**src/vfbq_pkg.sv**
```systemverilog
// Package for the capture frame buffer queue.
// Holds operation codes, status codes and buffer states; no dependencies.
`default_nettype none
package vfbq_pkg;

	// Operation codes carried by an input item.
	typedef enum logic [2:0] {
		OP_QUEUE   = 3'd0,
		OP_DEQUEUE = 3'd1,
		OP_QUERY   = 3'd2,
		OP_POLL    = 3'd3,
		OP_FDONE   = 3'd4,
		OP_CANCEL  = 3'd5,
		OP_ENABLE  = 3'd6,
		OP_DISABLE = 3'd7
	} op_t;

	// Status codes returned with a result item.
	localparam logic [2:0] ST_OK         = 3'd0;
	localparam logic [2:0] ST_INVALID    = 3'd1;
	localparam logic [2:0] ST_NODEV      = 3'd2;
	localparam logic [2:0] ST_WOULDBLOCK = 3'd3;
	localparam logic [2:0] ST_IOERR      = 3'd4;
	localparam logic [2:0] ST_BUSY       = 3'd5;
	localparam logic [2:0] ST_NOBUF      = 3'd6;

	// Per-buffer state.
	typedef enum logic [1:0] {
		BUF_IDLE   = 2'd0,
		BUF_QUEUED = 2'd1,
		BUF_DONE   = 2'd2,
		BUF_ERROR  = 2'd3
	} buf_t;

	// Configuration register indexes.
	localparam logic [1:0] REG_COUNT  = 2'd0;
	localparam logic [1:0] REG_LENGTH = 2'd1;
	localparam logic [1:0] REG_DROP   = 2'd2;

	// Sequencer states.
	typedef enum logic [4:0] {
		S_IDLE = 5'b00001,
		S_RD   = 5'b00010,
		S_EX   = 5'b00100,
		S_WALK = 5'b01000,
		S_FIN  = 5'b10000
	} seq_t;

endpackage
`default_nettype wire

```
**src/video_frame_buffer_queue_core.sv**
```systemverilog
// Top level of the capture frame buffer queue: sequencer, FIFO memories,
// buffer state and fill/sequence memory. Depends on vfbq_pkg.
//
//  channel | signals                                   | direction
//  --------+-------------------------------------------+----------
//  command | start, opcode, buffer_index, ...; busy out | in
//  result  | done, status, result_index, ...           | out
//  config  | cfg_we, cfg_index, cfg_data               | in
//
// Most operations go from the accepting edge to the edge that takes the done
// strobe through FIFO head read, buffer memory read, and execute with the
// result register. Cancel and disable add a walk over the fill FIFO, which
// reads its entries in turn through the single read port of the fill FIFO
// memory. Reset clears all control state; the buffer memory uses valid bits,
// so there is no clearing pass. The receiver cannot stall: each result item
// is shown for one cycle.
`default_nettype none
module video_frame_buffer_queue_core #(
	parameter int NUM_BUFFERS = 16,
	parameter int LENGTH_BITS = 24
) (
	input  wire logic        clk,
	input  wire logic        arst_n,
	input  wire logic        start,
	output logic             busy,
	input  wire logic [2:0]  opcode,
	input  wire logic [3:0]  buffer_index,
	input  wire logic        kind_ok,
	input  wire logic [23:0] bytes_filled,
	input  wire logic        frame_error,
	input  wire logic        disconnect,
	input  wire logic        cfg_we,
	input  wire logic [1:0]  cfg_index,
	input  wire logic [23:0] cfg_data,
	output logic             done,
	output logic [2:0]       status,
	output logic [3:0]       result_index,
	output logic             index_valid,
	output logic [23:0]      filled_bytes,
	output logic [31:0]      frame_sequence,
	output logic             flag_done,
	output logic             flag_queued,
	output logic             poll_readable,
	output logic             poll_error
);
	import vfbq_pkg::*;

	localparam int IW = (NUM_BUFFERS > 1) ? $clog2(NUM_BUFFERS) : 1;
	localparam int LW = $clog2(NUM_BUFFERS + 1);
	localparam int LB = LENGTH_BITS;
	localparam int DW = 32 + LB;
	localparam logic [IW-1:0] LAST_IDX = IW'(NUM_BUFFERS - 1);
	localparam logic [LW-1:0] FULL_LVL = LW'(NUM_BUFFERS);

	// Configuration registers.
	logic [4:0]  count_q;
	logic [23:0] flen_q;
	logic        drop_q;

	// Control state.
	seq_t           state_q;
	logic [IW-1:0]  main_head_q, fill_head_q;
	logic [LW-1:0]  main_lvl_q, fill_lvl_q;
	logic [31:0]    seqc_q;
	logic           stream_q, disc_dev_q;
	buf_t           bstate_q [NUM_BUFFERS];
	logic [NUM_BUFFERS-1:0] vld_q;

	// Latched item.
	op_t         op_q;
	logic [3:0]  idx_q;
	logic        kind_q, ferr_q, disc_q;
	logic [LB-1:0] bytes_q;

	// Pipeline through the read stages.
	logic [IW-1:0] b_s2;
	buf_t          st_s2;
	logic          dvld_s2;

	// Walk over the fill FIFO.
	logic [LW-1:0] wk_q;
	logic [IW-1:0] wp_q;
	logic          pend_s1;

	// Memories.
	logic [IW-1:0] main_mem [NUM_BUFFERS];
	logic [IW-1:0] fill_mem [NUM_BUFFERS];
	logic [DW-1:0] dat_mem  [NUM_BUFFERS];
	logic [IW-1:0] main_rd, fill_rd;
	logic [DW-1:0] dat_rd;
	logic [IW-1:0] fill_raddr;

	// Helper conversions.
	logic [IW+3:0]  idx_x;
	logic [IW-1:0]  idx_w;
	logic [LB+23:0] bytes_x;
	logic [7:0]     eff_cnt;
	logic           idx_ok;

	assign idx_x   = {{IW{1'b0}}, idx_q};
	assign idx_w   = idx_x[IW-1:0];
	assign bytes_x = {{LB{1'b0}}, bytes_filled};
	assign eff_cnt = ({3'b0, count_q} < 8'(NUM_BUFFERS)) ? {3'b0, count_q} : 8'(NUM_BUFFERS);
	assign idx_ok  = {4'b0, idx_q} < eff_cnt;

	function automatic logic [IW-1:0] inc_wrap(input logic [IW-1:0] h);
		inc_wrap = (h == LAST_IDX) ? '0 : h + 1'b1;
	endfunction

	function automatic logic [IW-1:0] tail_of(input logic [IW-1:0] h, input logic [LW-1:0] l);
		logic [IW+LW:0] s;
		s = {{(LW+1){1'b0}}, h} + {{(IW+1){1'b0}}, l};
		if (s >= (IW+LW+1)'(NUM_BUFFERS))
			s = s - (IW+LW+1)'(NUM_BUFFERS);
		tail_of = s[IW-1:0];
	endfunction

	function automatic logic [3:0] idx4(input logic [IW-1:0] b);
		logic [IW+3:0] t;
		t = {4'b0, b};
		idx4 = t[3:0];
	endfunction

	function automatic logic [23:0] len24(input logic [LB-1:0] v);
		logic [LB+23:0] t;
		t = {24'b0, v};
		len24 = t[23:0];
	endfunction

	// Fill FIFO read address: head at start, next entry in the read stage, walk pointer.
	always_comb begin
		case (state_q)
			S_RD:    fill_raddr = inc_wrap(fill_head_q);
			S_WALK:  fill_raddr = wp_q;
			default: fill_raddr = fill_head_q;
		endcase
	end

	// Buffer selected in the read stage.
	logic [IW-1:0] b_sel;
	always_comb begin
		case (op_q)
			OP_DEQUEUE, OP_POLL: b_sel = main_rd;
			OP_FDONE:            b_sel = fill_rd;
			default:             b_sel = idx_w;
		endcase
	end

	// Execute stage decisions.
	logic [31:0]    seq_r;
	logic [LB-1:0]  fill_r;
	logic [LB-1:0]  flen_m;
	logic [LB+23:0] flen_x;
	logic [2:0]     o_status;
	logic [3:0]     o_idx;
	logic           o_iv, o_fd, o_fq, o_pr, o_pe;
	logic [23:0]    o_fill;
	logic [31:0]    o_seq;
	logic           st_we, dat_we, push, main_pop, fill_pop, seq_inc, go_walk;
	logic           en_set;
	buf_t           st_wv;
	logic [DW-1:0]  dat_wd;

	assign seq_r  = dvld_s2 ? dat_rd[DW-1:LB] : '0;
	assign fill_r = dvld_s2 ? dat_rd[LB-1:0] : '0;
	assign flen_x = {{LB{1'b0}}, flen_q};
	assign flen_m = flen_x[LB-1:0];

	always_comb begin
		o_status = ST_OK;
		o_idx    = '0;
		o_iv     = 1'b0;
		o_fill   = '0;
		o_seq    = '0;
		o_fd     = 1'b0;
		o_fq     = 1'b0;
		o_pr     = 1'b0;
		o_pe     = 1'b0;
		st_we    = 1'b0;
		st_wv    = BUF_IDLE;
		dat_we   = 1'b0;
		dat_wd   = '0;
		push     = 1'b0;
		main_pop = 1'b0;
		fill_pop = 1'b0;
		seq_inc  = 1'b0;
		go_walk  = 1'b0;
		en_set   = 1'b0;
		case (op_q)
			OP_QUEUE: begin
				if (!kind_q || !idx_ok || st_s2 != BUF_IDLE) begin
					o_status = ST_INVALID;
				end else if (disc_dev_q) begin
					o_status = ST_NODEV;
				end else begin
					st_we  = 1'b1;
					st_wv  = BUF_QUEUED;
					dat_we = 1'b1;
					dat_wd = {seq_r, {LB{1'b0}}};
					push   = 1'b1;
				end
			end
			OP_DEQUEUE: begin
				if (!kind_q || main_lvl_q == '0 || st_s2 == BUF_IDLE) begin
					o_status = ST_INVALID;
				end else if (st_s2 == BUF_QUEUED) begin
					o_status = ST_WOULDBLOCK;
				end else begin
					o_status = (st_s2 == BUF_ERROR) ? ST_IOERR : ST_OK;
					st_we    = 1'b1;
					st_wv    = BUF_IDLE;
					main_pop = 1'b1;
					o_idx    = idx4(b_s2);
					o_iv     = 1'b1;
					o_fill   = len24(fill_r);
					o_seq    = seq_r;
				end
			end
			OP_QUERY: begin
				if (!idx_ok) begin
					o_status = ST_INVALID;
				end else begin
					o_idx  = idx4(b_s2);
					o_iv   = 1'b1;
					o_fill = len24(fill_r);
					o_seq  = seq_r;
					o_fd   = (st_s2 == BUF_DONE) || (st_s2 == BUF_ERROR);
					o_fq   = (st_s2 == BUF_QUEUED);
				end
			end
			OP_POLL: begin
				if (main_lvl_q == '0)
					o_pe = 1'b1;
				else
					o_pr = (st_s2 == BUF_DONE) || (st_s2 == BUF_ERROR);
			end
			OP_FDONE: begin
				if (fill_lvl_q == '0) begin
					o_status = ST_NOBUF;
				end else if (drop_q && flen_m != bytes_q) begin
					st_we  = 1'b1;
					st_wv  = BUF_QUEUED;
					dat_we = 1'b1;
					dat_wd = {seq_r, {LB{1'b0}}};
					o_fill = len24(bytes_q);
					o_idx  = idx4(b_s2);
					o_iv   = 1'b1;
					o_fq   = 1'b1;
				end else begin
					st_we    = 1'b1;
					st_wv    = ferr_q ? BUF_ERROR : BUF_DONE;
					dat_we   = 1'b1;
					dat_wd   = {seqc_q, bytes_q};
					fill_pop = 1'b1;
					seq_inc  = 1'b1;
					o_fill   = len24(bytes_q);
					o_seq    = seqc_q;
					o_fd     = 1'b1;
					if (fill_lvl_q != LW'(1)) begin
						o_idx = idx4(fill_rd);
						o_iv  = 1'b1;
					end
				end
			end
			OP_ENABLE: begin
				if (stream_q)
					o_status = ST_BUSY;
				else
					en_set = 1'b1;
			end
			default: go_walk = 1'b1;
		endcase
	end

	// Memories: FIFO entries and per-buffer fill and sequence words.
	always_ff @(posedge clk) begin
		main_rd <= main_mem[main_head_q];
		fill_rd <= fill_mem[fill_raddr];
		dat_rd  <= dat_mem[b_sel];
		if (state_q == S_EX && push) begin
			main_mem[tail_of(main_head_q, main_lvl_q)] <= idx_w;
			fill_mem[tail_of(fill_head_q, fill_lvl_q)] <= idx_w;
		end
		if (state_q == S_EX && dat_we)
			dat_mem[b_s2] <= dat_wd;
	end

	// Sequencer, buffer state and control registers.
	always_ff @(posedge clk or negedge arst_n) begin
		if (!arst_n) begin
			count_q     <= '0;
			flen_q      <= '0;
			drop_q      <= 1'b0;
			state_q     <= S_IDLE;
			main_head_q <= '0;
			fill_head_q <= '0;
			main_lvl_q  <= '0;
			fill_lvl_q  <= '0;
			seqc_q      <= '0;
			stream_q    <= 1'b0;
			disc_dev_q  <= 1'b0;
			vld_q       <= '0;
			for (int i = 0; i < NUM_BUFFERS; i++)
				bstate_q[i] <= BUF_IDLE;
			op_q        <= OP_QUEUE;
			idx_q       <= '0;
			kind_q      <= 1'b0;
			ferr_q      <= 1'b0;
			disc_q      <= 1'b0;
			bytes_q     <= '0;
			b_s2        <= '0;
			st_s2       <= BUF_IDLE;
			dvld_s2     <= 1'b0;
			wk_q        <= '0;
			wp_q        <= '0;
			pend_s1     <= 1'b0;
			done        <= 1'b0;
			status      <= ST_OK;
			result_index <= '0;
			index_valid <= 1'b0;
			filled_bytes <= '0;
			frame_sequence <= '0;
			flag_done   <= 1'b0;
			flag_queued <= 1'b0;
			poll_readable <= 1'b0;
			poll_error  <= 1'b0;
		end else begin
			if (cfg_we) begin
				case (cfg_index)
					REG_COUNT:  count_q <= cfg_data[4:0];
					REG_LENGTH: flen_q  <= cfg_data;
					REG_DROP:   drop_q  <= cfg_data[0];
					default: ;
				endcase
			end
			case (state_q)
				S_IDLE: begin
					// The done strobe lasts the one idle cycle after a result.
					done <= 1'b0;
					if (start) begin
						op_q    <= op_t'(opcode);
						idx_q   <= buffer_index;
						kind_q  <= kind_ok;
						ferr_q  <= frame_error;
						disc_q  <= disconnect;
						bytes_q <= bytes_x[LB-1:0];
						state_q <= S_RD;
					end
				end
				S_RD: begin
					b_s2    <= b_sel;
					st_s2   <= bstate_q[b_sel];
					dvld_s2 <= vld_q[b_sel];
					state_q <= S_EX;
				end
				S_EX: begin
					if (st_we)
						bstate_q[b_s2] <= st_wv;
					if (dat_we)
						vld_q[b_s2] <= 1'b1;
					if (push) begin
						if (main_lvl_q != FULL_LVL)
							main_lvl_q <= main_lvl_q + 1'b1;
						if (fill_lvl_q != FULL_LVL)
							fill_lvl_q <= fill_lvl_q + 1'b1;
					end
					if (main_pop) begin
						main_head_q <= inc_wrap(main_head_q);
						main_lvl_q  <= main_lvl_q - 1'b1;
					end
					if (fill_pop) begin
						fill_head_q <= inc_wrap(fill_head_q);
						fill_lvl_q  <= fill_lvl_q - 1'b1;
					end
					if (seq_inc)
						seqc_q <= seqc_q + 32'd1;
					if (en_set) begin
						seqc_q   <= '0;
						stream_q <= 1'b1;
					end
					if (go_walk) begin
						wk_q    <= '0;
						wp_q    <= fill_head_q;
						pend_s1 <= 1'b0;
						state_q <= S_WALK;
					end else begin
						done           <= 1'b1;
						status         <= o_status;
						result_index   <= o_idx;
						index_valid    <= o_iv;
						filled_bytes   <= o_fill;
						frame_sequence <= o_seq;
						flag_done      <= o_fd;
						flag_queued    <= o_fq;
						poll_readable  <= o_pr;
						poll_error     <= o_pe;
						state_q        <= S_IDLE;
					end
				end
				S_WALK: begin
					// Issue one fill FIFO read a cycle, mark the buffer in the cycle after.
					if (pend_s1)
						bstate_q[fill_rd] <= BUF_ERROR;
					if (wk_q != fill_lvl_q) begin
						wk_q    <= wk_q + 1'b1;
						wp_q    <= inc_wrap(wp_q);
						pend_s1 <= 1'b1;
					end else begin
						pend_s1 <= 1'b0;
						if (!pend_s1)
							state_q <= S_FIN;
					end
				end
				S_FIN: begin
					fill_head_q <= '0;
					fill_lvl_q  <= '0;
					if (op_q == OP_DISABLE) begin
						main_head_q <= '0;
						main_lvl_q  <= '0;
						stream_q    <= 1'b0;
						for (int i = 0; i < NUM_BUFFERS; i++)
							if (8'(i) < eff_cnt)
								bstate_q[i] <= BUF_IDLE;
					end else if (disc_q) begin
						disc_dev_q <= 1'b1;
					end
					done           <= 1'b1;
					status         <= ST_OK;
					result_index   <= '0;
					index_valid    <= 1'b0;
					filled_bytes   <= '0;
					frame_sequence <= '0;
					flag_done      <= 1'b0;
					flag_queued    <= 1'b0;
					poll_readable  <= 1'b0;
					poll_error     <= 1'b0;
					state_q        <= S_IDLE;
				end
				default: begin
					done    <= 1'b0;
					state_q <= S_IDLE;
				end
			endcase
		end
	end

	assign busy = (state_q != S_IDLE);

	// A result item only follows the execute or finish step.
	a_done_src: assert property (@(posedge clk) disable iff (!arst_n)
		done |-> ($past(state_q) == S_EX || $past(state_q) == S_FIN))
		else $error("result item without a completed operation");

	// FIFO levels never exceed the number of buffers.
	a_levels: assert property (@(posedge clk) disable iff (!arst_n)
		(main_lvl_q <= FULL_LVL) && (fill_lvl_q <= FULL_LVL))
		else $error("FIFO level out of range");

	// No walk read is left pending once the block is idle.
	a_walk_drained: assert property (@(posedge clk) disable iff (!arst_n)
		!busy |-> !pend_s1)
		else $error("cancel walk left a pending mark");

	// The fill FIFO is empty right after a cancel or disable item.
	a_fill_cleared: assert property (@(posedge clk) disable iff (!arst_n)
		(state_q == S_FIN) |=> (fill_lvl_q == '0))
		else $error("fill FIFO not cleared");

endmodule
`default_nettype wire
```
**config.mk**
```make
export PLATFORM = sky130hd
export DESIGN_NAME = video_frame_buffer_queue_core
export DESIGN_NICKNAME = d
export VERILOG_FILES = /design/src/vfbq_pkg.sv /design/src/video_frame_buffer_queue_core.sv
export SDC_FILE = /design/constraint.sdc
export NUM_CORES = 2
export LEC_CHECK = 0
export BUFFER_PORTS_ARGS = -buffer_cell sky130_fd_sc_hd__buf_4
export CAP_MARGIN = 30
export CORE_MARGIN = 5
export CORE_UTILIZATION = 50
export DETAILED_ROUTE_END_ITERATION = 8
export MAX_ROUTING_LAYER = met4
export PLACE_DENSITY = 0.77
export SYNTH_ARGS = -nofsm -noshare
export SYNTH_HDL_FRONTEND = slang
export SYNTH_SLANG_ARGS = --single-unit
```
**constraint.sdc**
```tcl
create_clock -name clk -period 9.2 [get_ports clk]
set_input_delay 0.92 -clock clk [delete_from_list [all_inputs] [get_ports clk]]
set_output_delay 0.92 -clock clk [all_outputs]
set_load 0.02 [all_outputs]
```
==> impl_metrics.py <==
metrics = {
    "outcome": {
        "status": "complete, no violations",
    },
    "yosys": {
        "ys_async_sr_fraction_pct": 19.0,
        "synthesis.nets": 4594,
        "synth-seq-area-share_pct": 68.8,
        "synth_edf_count": 1024,
        "synth_cells": 4507,
        "yosysUniqueCellTypes": 86,
        "synth.avg_cell_area_sq_um": 12.4,
        "ys_seq_elements": 1343,
        "yosysWarnings": 0,
        "synthFlopType": "edfxtp_1",
        "synth_area_sq_um": 55800,
    },
    "setup_path": {
        "cp_max_fo": 50,
        "r2r_setup_slack_ns": 4.64,
        "worst_r2r_path_depth": 9,
        "crit_family": "simple AND/OR/NAND/NOR gates",
        "crit_top_cell": "buf_4",
        "critPathBufInv": 3,
        "crit_slowest_cell": "dfrtp_1",
        "rr_startpoint": "op_q[2]$_DFFE_PN0P_",
        "start_kind": "flip-flop",
        "cp.required_ns": 9.82,
        "max_stage_delay_ns": 0.88,
        "path_cells": "inv_1 > nor2_1 > nand2_1 > nor3_2 > buf_4 > buf_4 > and2_1 > a221oi_1 > nor3_1",
        "critPathArrivalTime_ns": 5.18,
        "cp-end-kind": "flip-flop",
        "worstSetupPathType": "flip-flop to flip-flop",
        "cp_num_cells": 9,
    },
    "power_and_ir_drop": {
        "p_sw_mw": 6.70,
        "leakagePower_nw": 23.7,
        "ir_worst_vdd_v": 0.000417,
        "power.density_nw_per_um2": 291,
        "p_int_mw": 11.5,
        "swShare_pct": 36.9,
        "p_comb_share_pct": 31.4,
        "seqPwrFrac_pct": 40.2,
        "pwr-share-clk_pct": 28.3,
    },
    "detailed_routing": {
        "drc_errors": 0,
        "via_count": 37971,
        "viasPerCell": 6.18,
        "totalWireLength_um": 146000,
        "wl_per_cell_um": 23.8,
        "drtIter0Drc": 4488,
        "drtPass1Iterations": 6,
        "antenna_left": 0,
    },
    "grt": {
        "met1_usage_pct": 32.5,
        "gr-usage-met3_pct": 3.97,
        "grtUsageTotal_pct": 24.8,
        "antenna_found_initial": 1,
        "grt_max_degree": 155,
        "gr-usage-met2_pct": 39.4,
        "grt_pass1_vias": 36399,
        "grt_pass1_wl_um": 220000,
        "grt.overflow.total": 0,
        "gr-max-usage-layer": "met2",
    },
    "layout": {
        "synthToLayoutAreaGrowth_pct": 12.1,
        "drive_gt1_share_pct": 11.7,
        "nets": 4633,
        "final_util_pct": 56.5,
        "fin_cells": 6143,
    },
    "sta": {
        "finalHoldViolCount": 0,
        "min_period_ns": 4.56,
        "timing.final.crit_share_pct": 49.6,
        "skew_ns": 0.0261,
        "slew_violations": 0,
        "fmax_mhz": 219,
        "slew_headroom_pct": 31.2,
        "rsz0062_at_grt": "false",
        "holdWs_ns": 0.149,
        "worstMarginPinSlew_ns": 1.03,
        "finalSetupViolations": 0,
        "tns_ns": 0,
        "layout_setup_ws_ns": 4.64,
    },
    "clock_network": {
        "postCtsHoldBufs": 0,
        "post_cts_resized": 0,
        "htree_levels": 3,
        "clock-sinks": 1343,
        "cts_root_buf": "clkbuf_16",
        "clkTransAtPathRegs_ns": 0.06,
        "postCtsSetupBuffers": 0,
        "cts_buffer_depth": 3,
        "clock_latency_ns": 0.71,
        "cts_tree": "done",
        "cts_buffers": 120,
    },
    "floorplan": {
        "fp.dieH_um": 344,
        "die_area_sq_um": 118000,
        "io_pins": 134,
        "rows": 122,
        "initial_core_util_pct": 50.4,
        "core-area_sq_um": 111000,
        "die_w_um": 344,
    },
    "run": {
        "drv_cap": 0,
    },
    "placed_design": {
        "numPortBuffers": 133,
        "post-place-ws_ns": 4.52,
        "gp_congestion": 0.923,
        "placed_cells": 5905,
        "place_hpwl_um": 80900,
    },
    "hold_path": {
        "holdCritPathClass": "input pin to async pin",
    },
}
## sequential cells by signal, indices dropped and copies added (netlist names), 5 cells and up, named ones only
register,flops
count_q,5
fill_lvl_q,5
wk_q,5
flen_m,24
bytes_q,24
fill_mem,64
filled_bytes,24
frame_sequence,32
dat_mem,896
dat_rd,56
vld_q,16
main_lvl_q,5
state_q,5
main_mem,64
seqc_q,32
## power by group through the flow
stage                     combinational (mW)  clock, mW  sequential (mW)
after floorplan                         4.13          0             7.25
after global placement                  5.41          0             7.43
after detailed placement                5.51          0             7.44
after CTS                               5.55       5.20             7.32
after global routing                    6.16       5.47             7.34
final                                   5.71       5.15             7.32
## cell type report
class	count	area (sq um)
antenna	1	2.50
clock inverter	80	908
sequential	1343	38400
tap	1488	1860
fill	8627	48200
timing repair buffer	217	1930
clock buffer	150	3200
multi-input combinational	2843	16200
inverter	21	78.8
## how the worst max path moves through the flow
stage / slack (ns) / end / from
global placement: 4.43 / dat_mem[4][30]$_DFFE_PP_ / idx_q[1]$_DFFE_PN0P_
finish: 4.64 / flip-flop / op_q[2]$_DFFE_PN0P_
floorplan: 2.65 / vld_q[5]$_DFFE_PN0P_ / idx_q[3]$_DFFE_PN0P_
detailed placement: 4.52 / dat_mem[11][50]$_DFFE_PP_ / idx_q[1]$_DFFE_PN0P_
global route: 4.45 / dat_rd[30]$_DFF_P_ / op_q[2]$_DFFE_PN0P_
CTS: 4.49 / dat_mem[11][49]$_DFFE_PP_ / idx_q[1]$_DFFE_PN0P_
## synthesized netlist by cell type, types with 39 or more instances
library cell | n | area share (%)
a21oi_1 | 120 | 1.1
a22oi_1 | 39 | 0.52
a311oi_1 | 172 | 2.7
a31oi_1 | 68 | 0.76
and3_1 | 154 | 1.7
buf_2 | 106 | 0.95
clkbuf_1 | 155 | 1.0
dfrtp_1 | 254 | 11
dfxtp_1 | 64 | 2.3
edfxtp_1 | 1024 | 55
mux2i_1 | 45 | 0.81
nand2_1 | 1185 | 8.0
nand3_1 | 269 | 2.4
nor2_1 | 150 | 1.0
o21ai_0 | 90 | 0.81
xor2_1 | 50 | 0.78
## through the flow
stage | cell area (sq um) | total power, mW
floorplan | 55800 | 11.4
global route | 62600 | 19.0
finish | 62600 | 18.2
CTS | 62400 | 18.1
global placement | 58100 | 12.8
detailed placement | 58300 | 13.0
## routing by layer
layer / vias to the layer above / share of wire [%] / routed length [um]
met2: 2116 / 48 / 70700
met3: 357 / 9.4 / 13800
met5: - / 0 / 0
li1: 16725 / - / -
met1: 18773 / 38 / 55300
met4: 0 / 4.3 / 6270
## cell families after synthesis
| kind of cell | after synthesis | synth area share [%] |
|---|---|---|
| AOI/OAI and AO/OA | 690 | 9.04 |
| and+or+nand+nor | 1964 | 15.5 |
| buffers and inverters | 321 | 2.64 |
| muxes | 104 | 2.48 |
| adders and majority gates | 23 | 0.556 |
| DFF | 1343 | 68.8 |
| xor gates and xnor gates | 62 | 0.973 |
## placed cells by master (no fill, tap or decap), drive strengths merged, types with 37 or more instances in the layout
cell type / instances
o21ai: 96
edfxtp: 1024
and2: 37
nand2: 1187
and3: 155
mux2i: 45
xor2: 50
nor3: 38
a21oi: 122
a31oi: 68
clkbuf: 150
dfxtp: 64
clkinv: 52
a311oi: 172
buf: 217
nor2: 150
nand3: 270
dfrtp: 254
a22oi: 39
Note: power is estimated with default switching activity, not from simulation.
